[src/sv/sfe_pkg.sv]
// Shared types and constants for the support foot estimator.
`default_nettype none

package sfe_pkg;

    localparam int SENSORS     = 8;
    localparam int IDX_W       = $clog2(SENSORS);
    localparam int P_W         = 16;               // sensor reading width, Q4.12
    localparam int WT_W        = 15;               // weight width, Q1.14
    localparam int CFG_W       = 16;
    localparam int NORM_W      = 17;               // Q1.16, up to 1.0 inclusive
    localparam int TOT_W       = NORM_W + IDX_W;   // sum of eight normalised values
    localparam int PROD_W      = WT_W + NORM_W;
    localparam int WSUM_W      = PROD_W + IDX_W + 1;
    localparam int DEN_W       = TOT_W;            // divider denominator width
    localparam int QUO_W       = NORM_W;           // divider quotient width
    localparam int LOW_W       = NORM_W;           // dividend bits shifted in
    localparam int NORM_STEPS  = NORM_W;
    localparam int FINAL_STEPS = 16;
    localparam int STEP_W      = $clog2(NORM_STEPS);
    localparam int SIDE_W      = 16;

    localparam logic [NORM_W-1:0] ONE_Q16 = NORM_W'(65536);

    localparam logic [CFG_W-1:0] MAX_PRESSURE_RST = 16'd16384;
    localparam logic [CFG_W-1:0] MIN_PRESSURE_RST = 16'd410;
    localparam logic [WT_W-1:0]  OUTER_WEIGHT_RST = 15'd16384;
    localparam logic [WT_W-1:0]  INNER_WEIGHT_RST = 15'd8192;

    // Configuration register indexes
    typedef enum logic [1:0] {
        CFG_MAX_PRESSURE = 2'd0,
        CFG_MIN_PRESSURE = 2'd1,
        CFG_OUTER_WEIGHT = 2'd2,
        CFG_INNER_WEIGHT = 2'd3
    } cfg_idx_t;

    // Commands from the controller to the datapath
    typedef struct packed {
        logic             capture;     // latch an input beat, clear sums
        logic             load_norm;   // clamp, update peak, start a normalising divide
        logic             div_step;    // one restoring division step
        logic             take_norm;   // keep the normalised value
        logic             mul;         // weight times normalised value
        logic             add;         // accumulate total and weighted sum
        logic             load_final;  // start the weighted sum / total divide
        logic             publish;     // write result and previous side
        logic [IDX_W-1:0] idx;         // sensor being worked on
    } sfe_cmd_t;

endpackage

`default_nettype wire

[src/sv/sfe_ctrl.sv]
// Controller: sequences the eight normalising divides and the final divide.
`default_nettype none

module sfe_ctrl (
    input  wire logic              aclk,
    input  wire logic              aresetn,
    input  wire logic              s_tvalid,
    output logic                   s_tready,
    output logic                   m_tvalid,
    input  wire logic              m_tready,
    output sfe_pkg::sfe_cmd_t      cmd
);
    import sfe_pkg::*;

    typedef enum logic [8:0] {
        ST_IDLE  = 9'b000000001,
        ST_LOAD  = 9'b000000010,
        ST_DIV   = 9'b000000100,
        ST_TAKE  = 9'b000001000,
        ST_MUL   = 9'b000010000,
        ST_ADD   = 9'b000100000,
        ST_FLOAD = 9'b001000000,
        ST_FDIV  = 9'b010000000,
        ST_FIN   = 9'b100000000
    } state_t;

    state_t              state_reg, state_next;
    logic [IDX_W-1:0]    idx_reg, idx_next;
    logic [STEP_W-1:0]   step_reg, step_next;
    logic                m_tvalid_reg, m_tvalid_next;
    logic                out_free;

    assign s_tready = (state_reg == ST_IDLE);
    assign m_tvalid = m_tvalid_reg;
    assign out_free = !m_tvalid_reg || m_tready;

    // Next state and commands
    always_comb begin
        state_next = state_reg;
        idx_next   = idx_reg;
        step_next  = step_reg;
        cmd        = '0;
        cmd.idx    = idx_reg;
        unique case (state_reg)
            ST_IDLE: begin
                if (s_tvalid) begin
                    cmd.capture = 1'b1;
                    idx_next    = '0;
                    state_next  = ST_LOAD;
                end
            end
            ST_LOAD: begin
                cmd.load_norm = 1'b1;
                step_next     = '0;
                state_next    = ST_DIV;
            end
            ST_DIV: begin
                cmd.div_step = 1'b1;
                step_next    = step_reg + 1'b1;
                if (step_reg == STEP_W'(NORM_STEPS - 1)) begin
                    state_next = ST_TAKE;
                end
            end
            ST_TAKE: begin
                cmd.take_norm = 1'b1;
                state_next    = ST_MUL;
            end
            ST_MUL: begin
                cmd.mul    = 1'b1;
                state_next = ST_ADD;
            end
            ST_ADD: begin
                cmd.add = 1'b1;
                if (idx_reg == IDX_W'(SENSORS - 1)) begin
                    state_next = ST_FLOAD;
                end else begin
                    idx_next   = idx_reg + 1'b1;
                    state_next = ST_LOAD;
                end
            end
            ST_FLOAD: begin
                cmd.load_final = 1'b1;
                step_next      = '0;
                state_next     = ST_FDIV;
            end
            ST_FDIV: begin
                cmd.div_step = 1'b1;
                step_next    = step_reg + 1'b1;
                if (step_reg == STEP_W'(FINAL_STEPS - 1)) begin
                    state_next = ST_FIN;
                end
            end
            ST_FIN: begin
                // hold the result until the output register is free
                if (out_free) begin
                    cmd.publish = 1'b1;
                    state_next  = ST_IDLE;
                end
            end
            default: state_next = ST_IDLE;
        endcase
    end

    // Output valid: set on publish, drop once taken
    always_comb begin
        m_tvalid_next = m_tvalid_reg;
        if (cmd.publish) begin
            m_tvalid_next = 1'b1;
        end else if (m_tready) begin
            m_tvalid_next = 1'b0;
        end
    end

    always_ff @(posedge aclk) begin
        if (!aresetn) begin
            state_reg    <= ST_IDLE;
            idx_reg      <= '0;
            step_reg     <= '0;
            m_tvalid_reg <= 1'b0;
        end else begin
            state_reg    <= state_next;
            idx_reg      <= idx_next;
            step_reg     <= step_next;
            m_tvalid_reg <= m_tvalid_next;
        end
    end

`ifndef NO_ASSERTIONS
    // no second beat is taken while one is in work
    a_busy_after_accept: assert property (@(posedge aclk) disable iff (!aresetn)
        (s_tvalid && s_tready) |=> !s_tready)
        else $error("input taken while busy");

    // a result is never written over one still waiting
    a_publish_free: assert property (@(posedge aclk) disable iff (!aresetn)
        cmd.publish |-> (!m_tvalid_reg || m_tready))
        else $error("result overwritten");

    // the final divide starts only after the last sensor
    a_final_after_last: assert property (@(posedge aclk) disable iff (!aresetn)
        cmd.load_final |-> (idx_reg == IDX_W'(SENSORS - 1)))
        else $error("final divide started early");
`endif

endmodule

`default_nettype wire

[src/sv/sfe_dp.sv]
// Datapath: config, peaks, shared serial divider, multiplier and accumulators.
`default_nettype none

module sfe_dp (
    input  wire logic                         aclk,
    input  wire logic                         aresetn,
    input  wire sfe_pkg::sfe_cmd_t            cmd,
    input  wire logic [sfe_pkg::SENSORS*sfe_pkg::P_W-1:0] s_tdata,
    input  wire logic                         cfg_wr_en,
    input  wire logic [1:0]                   cfg_addr,
    input  wire logic [sfe_pkg::CFG_W-1:0]    cfg_wdata,
    output logic signed [sfe_pkg::SIDE_W-1:0] support_side,
    output logic                              support_changed
);
    import sfe_pkg::*;

    // configuration
    logic [P_W-1:0]  max_pressure_reg;
    logic [P_W-1:0]  min_pressure_reg;
    logic [WT_W-1:0] outer_weight_reg;
    logic [WT_W-1:0] inner_weight_reg;

    // per-sensor state
    logic [P_W-1:0] sample_reg [SENSORS];
    logic [P_W-1:0] peak_reg   [SENSORS];

    // divider
    logic [DEN_W-1:0] rem_reg, rem_next;
    logic [DEN_W-1:0] den_reg;
    logic [LOW_W-1:0] low_reg, low_next;
    logic [QUO_W-1:0] quot_reg, quot_next;
    logic [DEN_W:0]   trial;
    logic [DEN_W:0]   trial_diff;
    logic             trial_ge;
    logic             peak_zero_reg;

    // accumulation
    logic [NORM_W-1:0]        norm_reg;
    logic [PROD_W-1:0]        prod_reg;
    logic [TOT_W-1:0]         total_reg;
    logic signed [WSUM_W-1:0] wsum_reg;
    logic                     neg_reg;

    // result
    logic signed [SIDE_W-1:0] side_reg;
    logic                     changed_reg;
    logic signed [SIDE_W-1:0] prev_side_reg;
    logic signed [SIDE_W-1:0] side_calc;

    // sensor under work
    logic [P_W-1:0]   cur_sample;
    logic [P_W-1:0]   cur_peak;
    logic [P_W-1:0]   clamped;
    logic [P_W-1:0]   new_peak;
    logic [WT_W-1:0]  cur_weight;
    logic [WSUM_W-1:0] wsum_mag;

    assign cur_sample = sample_reg[cmd.idx];
    assign cur_peak   = peak_reg[cmd.idx];
    assign clamped    = (cur_sample > max_pressure_reg) ? max_pressure_reg : cur_sample;
    assign new_peak   = (clamped > cur_peak) ? clamped : cur_peak;
    // outer sensors are 0, 2, 5 and 7; right foot (upper four) subtracts
    assign cur_weight = (cmd.idx[0] == cmd.idx[IDX_W-1]) ? outer_weight_reg
                                                          : inner_weight_reg;
    assign wsum_mag   = wsum_reg[WSUM_W-1] ? WSUM_W'(-wsum_reg) : WSUM_W'(wsum_reg);

    // Restoring division step
    assign trial      = {rem_reg, low_reg[LOW_W-1]};
    assign trial_diff = trial - {1'b0, den_reg};
    assign trial_ge   = (trial >= {1'b0, den_reg});

    always_comb begin
        rem_next  = rem_reg;
        low_next  = low_reg;
        quot_next = quot_reg;
        if (cmd.load_norm) begin
            // dividend is clamped << 16; its top bits start the remainder
            rem_next  = DEN_W'(clamped[P_W-1:1]);
            low_next  = {clamped[0], 16'd0};
            quot_next = '0;
        end else if (cmd.load_final) begin
            rem_next  = wsum_mag[FINAL_STEPS +: DEN_W];
            low_next  = {wsum_mag[FINAL_STEPS-1:0], 1'b0};
            quot_next = '0;
        end else if (cmd.div_step) begin
            rem_next  = trial_ge ? trial_diff[DEN_W-1:0] : trial[DEN_W-1:0];
            low_next  = {low_reg[LOW_W-2:0], 1'b0};
            quot_next = {quot_reg[QUO_W-2:0], trial_ge};
        end
    end

    // Saturate the final quotient with its sign; zero total gives zero
    always_comb begin
        if (total_reg == '0) begin
            side_calc = '0;
        end else if (!neg_reg) begin
            side_calc = (quot_reg > QUO_W'(32767)) ? 16'sh7FFF : SIDE_W'(quot_reg);
        end else begin
            side_calc = (quot_reg > QUO_W'(32768)) ? 16'sh8000 : SIDE_W'(-quot_reg);
        end
    end

    // Configuration registers
    always_ff @(posedge aclk) begin
        if (!aresetn) begin
            max_pressure_reg <= MAX_PRESSURE_RST;
            min_pressure_reg <= MIN_PRESSURE_RST;
            outer_weight_reg <= OUTER_WEIGHT_RST;
            inner_weight_reg <= INNER_WEIGHT_RST;
        end else if (cfg_wr_en) begin
            unique case (cfg_idx_t'(cfg_addr))
                CFG_MAX_PRESSURE: max_pressure_reg <= cfg_wdata;
                CFG_MIN_PRESSURE: min_pressure_reg <= cfg_wdata;
                CFG_OUTER_WEIGHT: outer_weight_reg <= cfg_wdata[WT_W-1:0];
                CFG_INNER_WEIGHT: inner_weight_reg <= cfg_wdata[WT_W-1:0];
                default: ;
            endcase
        end
    end

    // Peak registers: reload on reset and on a min_pressure write, else grow
    always_ff @(posedge aclk) begin
        if (!aresetn) begin
            for (int i = 0; i < SENSORS; i++) begin
                peak_reg[i] <= MIN_PRESSURE_RST;
            end
        end else if (cfg_wr_en && (cfg_idx_t'(cfg_addr) == CFG_MIN_PRESSURE)) begin
            for (int i = 0; i < SENSORS; i++) begin
                peak_reg[i] <= cfg_wdata;
            end
        end else if (cmd.load_norm) begin
            peak_reg[cmd.idx] <= new_peak;
        end
    end

    // Input sample capture
    always_ff @(posedge aclk) begin
        if (cmd.capture) begin
            for (int i = 0; i < SENSORS; i++) begin
                sample_reg[i] <= s_tdata[i*P_W +: P_W];
            end
        end
    end

    // Divider and accumulators
    always_ff @(posedge aclk) begin
        rem_reg  <= rem_next;
        low_reg  <= low_next;
        quot_reg <= quot_next;
        if (cmd.load_norm) begin
            den_reg       <= DEN_W'(new_peak);
            peak_zero_reg <= (new_peak == '0);
        end
        if (cmd.load_final) begin
            den_reg <= total_reg;
            neg_reg <= wsum_reg[WSUM_W-1];
        end
        if (cmd.take_norm) begin
            norm_reg <= peak_zero_reg ? '0 : quot_reg;
        end
        if (cmd.mul) begin
            prod_reg <= cur_weight * norm_reg;
        end
        if (cmd.capture) begin
            total_reg <= '0;
            wsum_reg  <= '0;
        end else if (cmd.add) begin
            total_reg <= total_reg + TOT_W'(norm_reg);
            if (cmd.idx[IDX_W-1]) begin
                wsum_reg <= wsum_reg - $signed({{(WSUM_W-PROD_W){1'b0}}, prod_reg});
            end else begin
                wsum_reg <= wsum_reg + $signed({{(WSUM_W-PROD_W){1'b0}}, prod_reg});
            end
        end
    end

    // Result and previous side
    always_ff @(posedge aclk) begin
        if (!aresetn) begin
            prev_side_reg <= '0;
        end else if (cmd.publish) begin
            prev_side_reg <= side_calc;
        end
    end

    always_ff @(posedge aclk) begin
        if (cmd.publish) begin
            side_reg    <= side_calc;
            changed_reg <= ((prev_side_reg > 0) && (side_calc < 0)) ||
                           ((prev_side_reg < 0) && (side_calc > 0));
        end
    end

    assign support_side    = side_reg;
    assign support_changed = changed_reg;

`ifndef NO_ASSERTIONS
    logic peaks_floor_ok;
    always_comb begin
        peaks_floor_ok = 1'b1;
        for (int i = 0; i < SENSORS; i++) begin
            if (peak_reg[i] < min_pressure_reg) begin
                peaks_floor_ok = 1'b0;
            end
        end
    end

    // peaks never drop below the minimum pressure
    a_peak_floor: assert property (@(posedge aclk) disable iff (!aresetn)
        peaks_floor_ok)
        else $error("peak below min_pressure");

    // the partial remainder stays below the divisor while dividing
    a_rem_below_den: assert property (@(posedge aclk) disable iff (!aresetn)
        (cmd.div_step && (den_reg != '0)) |-> (rem_reg < den_reg))
        else $error("divider remainder out of range");

    // a normalised value never exceeds one
    a_norm_le_one: assert property (@(posedge aclk) disable iff (!aresetn)
        cmd.mul |-> (norm_reg <= ONE_Q16))
        else $error("normalised value above one");
`endif

endmodule

`default_nettype wire

[src/sv/support_foot_estimator_core.sv]
// Top level of the support foot estimator: controller plus datapath.
//
//  Channel  | Ports                          | Beat content
//  ---------+--------------------------------+------------------------------------
//  input    | s_tvalid s_tready s_tdata      | eight 16-bit pressure readings
//  result   | m_tvalid m_tready m_tdata      | support side, support changed
//  config   | cfg_wr_en cfg_addr cfg_wdata   | one register write per cycle
//
//  The result follows eight normalising divides of 17 steps, each with a load,
//  take, multiply and add, then a 16-step final divide with its load and
//  publish, all on one shared restoring divider. A new beat is taken only
//  once the result is published. The output register lets the next beat be
//  accepted while a result waits. A result not taken stalls the block only
//  at its final write. Reset is synchronous and needs no clearing pass.
`default_nettype none

module support_foot_estimator_core (
    input  wire logic         aclk,
    input  wire logic         aresetn,
    input  wire logic         s_tvalid,
    output logic              s_tready,
    // left_toe_outer, left_toe_inner, left_heel_outer, left_heel_inner,
    // right_toe_inner, right_toe_outer, right_heel_inner, right_heel_outer
    input  wire logic [127:0] s_tdata,
    output logic              m_tvalid,
    input  wire logic         m_tready,
    // support_side [15:0], support_changed [16], zero fill [23:17]
    output logic [23:0]       m_tdata,
    input  wire logic         cfg_wr_en,
    input  wire logic [1:0]   cfg_addr,
    input  wire logic [15:0]  cfg_wdata
);
    import sfe_pkg::*;

    sfe_cmd_t                 cmd;
    logic signed [SIDE_W-1:0] support_side;
    logic                     support_changed;

    sfe_ctrl u_ctrl (
        .aclk     (aclk),
        .aresetn  (aresetn),
        .s_tvalid (s_tvalid),
        .s_tready (s_tready),
        .m_tvalid (m_tvalid),
        .m_tready (m_tready),
        .cmd      (cmd)
    );

    sfe_dp u_dp (
        .aclk            (aclk),
        .aresetn         (aresetn),
        .cmd             (cmd),
        .s_tdata         (s_tdata),
        .cfg_wr_en       (cfg_wr_en),
        .cfg_addr        (cfg_addr),
        .cfg_wdata       (cfg_wdata),
        .support_side    (support_side),
        .support_changed (support_changed)
    );

    // Pack the result beat
    assign m_tdata = {7'd0, support_changed, support_side};

endmodule

`default_nettype wire

[config.mk]
export PLATFORM = sky130hd
export DESIGN_NAME = support_foot_estimator_core
export DESIGN_NICKNAME = d
export VERILOG_FILES = /design/src/sv/sfe_pkg.sv /design/src/sv/sfe_ctrl.sv /design/src/sv/sfe_dp.sv /design/src/sv/support_foot_estimator_core.sv
export SDC_FILE = /design/constraint.sdc
export NUM_CORES = 2
export LEC_CHECK = 0
export BUFFER_PORTS_ARGS = -buffer_cell sky130_fd_sc_hd__buf_4
export CORE_UTILIZATION = 55
export CTS_CLUSTER_DIAMETER = 60
export DETAILED_ROUTE_END_ITERATION = 12
export MAX_ROUTING_LAYER = met4
export PLACE_DENSITY = 0.82
export SYNTH_ARGS = -nofsm -noshare
export SYNTH_HDL_FRONTEND = slang
export SYNTH_SLANG_ARGS = --single-unit
[constraint.sdc]
create_clock -name aclk -period 14.25 [get_ports aclk]
set_input_delay 0.7125 -clock aclk [delete_from_list [all_inputs] [get_ports aclk]]
set_output_delay 0.7125 -clock aclk [all_outputs]
set_load 0.03 [all_outputs]
After elaboration in Yosys (flattened, before gate mapping)
Memory sizes are Yosys's and may differ from the RTL's. A register that Yosys moved wholly into a read port is not among the register bits.
Cells that the tools add are included.

storage, ports and cells
  register bits after elaboration = 277
  RAM bits = 256
  input port bits = 151
  output and inout bits = 26
  logic and storage cells = 160
  memories kept = 2

memory list
  memory           depth  width  rd ports  clocked after Yosys merged registers in  write ports  line          text
  u_dp.peak_reg    8      16     1         1                                        8            sfe_dp.sv:25  logic [P_W-1:0] peak_reg [SENSORS];
  u_dp.sample_reg  8      16     1         1                                        8            sfe_dp.sv:24  logic [P_W-1:0] sample_reg [SENSORS];

operators by class
  add/subtract/negate cells = 8
  $mul = 1
  magnitude comparators = 9
  eq/ne operators = 21
  multiplexer cells = 65
  bitwise gates (word level) = 8
  reduce and logical (&&, ||, !) cells = 24

operators by type and width
  kind                    number
  $mux W16                15
  $mux W20                5
  $pmux W9 S9             1
  $mux W36                2
  $mux W17                3
  $add A36 B33 Y36        1
  $mux W9                 4
  $neg A36 Y36            1
  $sub A36 B33 Y36        1
  $gt A16 B1 Y1 const B   2
  $gt A16 B16 Y1          2
  $lt A16 B1 Y1 const B   2
  $mul A15 B17 Y32        1
  $mux W15                2
  $mux W1                 23
  $ge A21 B20 Y1          1
  $mux W3                 7
  $add A20 B17 Y20        1
  $logic_not A20 Y1       1
  $sub A20 B20 Y20        1
  $gt A17 B15 Y1 const B  1
  $gt A17 B16 Y1 const B  1
  $logic_not A16 Y1       1
  $neg A16 Y16            1
  other kinds (34)        56

Logic depth before layout (Yosys ltp)
  depth in word-level cells = 8
  mapped depth = 27
  mapped depth without buffers = 26

By module
From an unflattened synthesis, not the netlist that was laid out.

unflattened totals
  cells, all modules = 3591
  area, all modules = 36358.6 um^2

modules (own cells, without submodules)
  module                       instances  cells an instance  area each (um^2)  sequential area each (um^2)
  sfe_dp                       1          3470               35300.1           13913.3
  sfe_ctrl                     1          112                994.7             360.3
  support_foot_estimator_core  1          9                  63.8              0.0

Worst setup path after synthesis
OpenSTA, ideal clock, no wires.

  path type = register to register
  start point = register u_ctrl.idx_reg[0]
  end point = register u_dp.prod_reg[31], data pin
  library setup time = 0.260 ns
  arrival = 7.551 ns
  required time = 13.990 ns
  slack = 6.439 ns
  stages on the path, launching flop included = 27
  buffers on the path = 2
  clock period less this slack = 7.811 ns
  cells stage by stage = dfxtp_1 > xor2_1 > clkbuf_1 > mux2i_1 > clkbuf_1 > nor2b_1 > fa_1 > inv_1 > fa_1 > inv_1 > fa_1 > fa_1 > fa_1 > inv_1 > fa_1 > inv_1 > ha_1 > a21o_1 > a21oi_1 > o21bai_1 > or3_1 > o211ai_1 > o211ai_1 > or4_1 > a31o_2 > a21oi_1 > xnor2_1

between the ends
  cells in the longest elaborated chain, start to end = 3

RTL lines
  item                    line             text
  from (decl)             sfe_ctrl.sv:28   logic [IDX_W-1:0] idx_reg, idx_next;
  from (signal assigned)  sfe_ctrl.sv:122  idx_reg <= idx_next;
  $eq A1 B1 Y1            sfe_dp.sv:63     assign cur_weight = (cmd.idx[0] == cmd.idx[IDX_W-1]) ? outer_weight_reg
  $mux W15                sfe_dp.sv:63
  $mul A15 B17 Y32        sfe_dp.sv:162    prod_reg <= cur_weight * norm_reg;
  to (signal assigned)    sfe_dp.sv:162
  to (decl)               sfe_dp.sv:39     logic [PROD_W-1:0] prod_reg;

Every way passes these cells.
A chain may end at the register's enable or synchronous reset.

Worst setup path in the final report
Same ends and word-level chain as after synthesis.

==> metrics <==
status finished, final reports clean; # fillers about 5,200; largest net degree at the start of global routing roughly 100; Die ar. 67,700 um2; routed vias/inst about 6.1; number of H-tree levels 2; synthesis-to-layout area growth 10.2%; I/O Buffers ~170; Syn Area/Cell roughly 10 um2; grt total ovfl 0; hold buffers post-CTS 0; Max Cap Violations 0; top post-synthesis cells by area edfxtp_1, fa_1, dfxtp_1; most common cell in the synthesized netlist nand2_1; initial core utilization a little under three fifths; die width ~260 um; number of global-route vias before repair ~28,000; gr usage total 30.4%; Arr. time, crit path between 8 and 9 ns; LEAKAGE between 0.015 and 0.02 uW; drt pass-1 iters 7; startpoint type of the worst setup path flip-flop; setup bufs post-CTS 0; worst slew pin tran 1.17 ns; endpoints failing setup 0; final hold vios 0; IO Pins roughly 180; unrepaired setup endpoints after global routing no; Max Slew Vio Count 0; CTS Sinks roughly 540; Synth Warn # 0; period utilization a little under three fifths; post-synthesis cell area roughly 37,000 um2; DRC violations left 0; Req. time, crit path 14.65 ns; TritonCTS Buffers 57; sequential area share after synthesis between 30% and 40%; layout cells sized above 1 approximately 11%; 1st-iter DRT viols ~3,000; #FFs+latches synth around 540; Clock Tree Buf Depth 3; FP Rows 94; hold crit path type in -> reg; largest area contributor in the netlist edfxtp_1; synth cell count leaders nand2_1, edfxtp_1, inv_1, a21oi_1, ha_1; post-route minimum period around 8.1 ns; critical path class reg -> reg; Worst Skew 0.0372 ns; routed length per instance about 21 um; Post-Syn Instances around 3,600; Root Driver clkbuf_16; hpwl dp 72,100 um; final setup TNS 0 ns; CTS tree done; Routed WL between 90,000 and 100,000 um; worst-path maximum fanout 17; GP Congestion between 0.9 and 1; Hold WS approximately 0.23 ns; commonest register cell after synthesis edfxtp_1; initial antenna violation count 5; die height between 200 and 300 um; FMAX 124 MHz; post-cts sizing count 0; vias 28,300; number of synthesized flops with an enable pin 360; Final ANT Viol Nets 0; PwrDens ~130 nW/um2; FFs w/ async S/R, synth 0%; clk_lat worst skew approximately 0.66 ns; floorplan core area approximately 66,000 um2; nature of the critical path endpoint flip-flop; clock transition at the registers of the reported paths around 0.060 ns; global-route wire length before repair about 150,000 um; maximum VDD drop around 120 uV; library cells used by synthesis 81; NumNets Final about 4,300; top-area cell type share of the netlist area between 20% and 30%; headroom to the max-slew limit between 20% and 30%
-- placed cells by master (no fill, tap or decap), drive strengths merged, types with 9 or more instances in the layout --
cell type	count
ha	209
clkinv	29
nor2	166
edfxtp	360
buf	196
a21boi	66
nand2b	32
nand2	421
mux2	42
o211ai	14
dfxtp	176
nor2b	139
o31ai	14
xnor2	103
or4	10
nand4	27
nand3	76
inv	335
nor4	22
a31oi	20
clkbuf	68
fa	196
xor2	43
a211oi	28
mux4	64
or3	33
o21bai	12
nor3	45
or2	9
nor3b	10
a21o	49
o21a	19
nand3b	10
a21oi	239
and3	26
o22ai	9
o21ai	201
mux2i	53
and2	79
-- logic make-up after synthesis --
kind of cell	count (synthesis)	synth area share [%]
other	1	0.0102
buffers and inverters	509	5.30
adder cells (fa/ha/maj)	405	17.8
flip-flops	536	39.1
XOR/XNOR	146	3.49
multiplexers	159	6.67
AO/OA/AOI/OAI	744	12.5
AND/OR/NAND/NOR	1125	15.1
-- layer usage --
metal	GRT usage, %	part of all wire [%]	up-vias
met5	-	0	-
met4	14.4	5.3	0
met3	5.06	8.9	325
met2	49.3	48	1385
met1	37.1	38	13700
li1	-	-	12900
-- critical path, cell delays in order (launching register included) --
cell and delay [ns]:
dfxtp_1 0.59, xor2_1 0.46, buf_4 0.35, mux2_2 0.50
and2_1 0.23, fa_1 0.51, fa_1 0.53, fa_1 0.53
fa_1 0.53, fa_1 0.55, inv_1 0.05, fa_1 0.52
inv_1 0.04, ha_1 0.37, a21o_1 0.21, a21oi_1 0.18
o21bai_1 0.10, or3_1 0.34, o211ai_1 0.17, o211ai_1 0.14
or4_1 0.43, a31o_2 0.25, a21oi_1 0.17, xnor2_1 0.07
-- power breakdown --
part | leakage, uW | internal, uW | switching, uW
combinational | 0.0107 | 615 | 1020
sequential | 0.00481 | 1910 | 81.9
clock | 0.000894 | 817 | 654
total | 0.0164 | 3350 | 1750
-- cell type report --
cell class / count / area [um2] / area share (%)
diodes: 3 / 7.51 / 0.0186
clock inverters: 39 / 333 / 0.823
inverters: 332 / 1250 / 3.10
repair buffers: 196 / 1470 / 3.64
well taps: 864 / 1080 / 2.67
clock buffers: 68 / 1510 / 3.73
multi-input cells: 2586 / 20400 / 50.5
flip-flops and latches: 536 / 14300 / 35.5
-- stage by stage --
stage	instance area (um2)	worst slack (ns)	cells	utilization, %	power [uW]
after floorplan	36700	6.44	3631	-	3150
after global placement	38600	6.30	4514	58.6	3580
after detailed placement	38600	6.25	4514	58.6	3620
after CTS	40400	6.22	4621	61.4	5080
after global routing	40400	5.56	4624	61.4	5340
final	40400	6.16	4624	61.4	5100
-- worst paths after layout --
path                      from                     end  slack (ns)  cells after the start
max reg2reg  u_ctrl.idx_reg[0]       u_dp.prod_reg[31]        6.16                     23
max          u_ctrl.idx_reg[0]       u_dp.prod_reg[31]        6.16                     23
min               s_tdata[106]  u_dp.sample_reg[6][10]        0.23                      1
min reg2reg    u_dp.low_reg[5]         u_dp.low_reg[6]        0.45                      2
No activity file was read; power rests on OpenSTA's default activity.
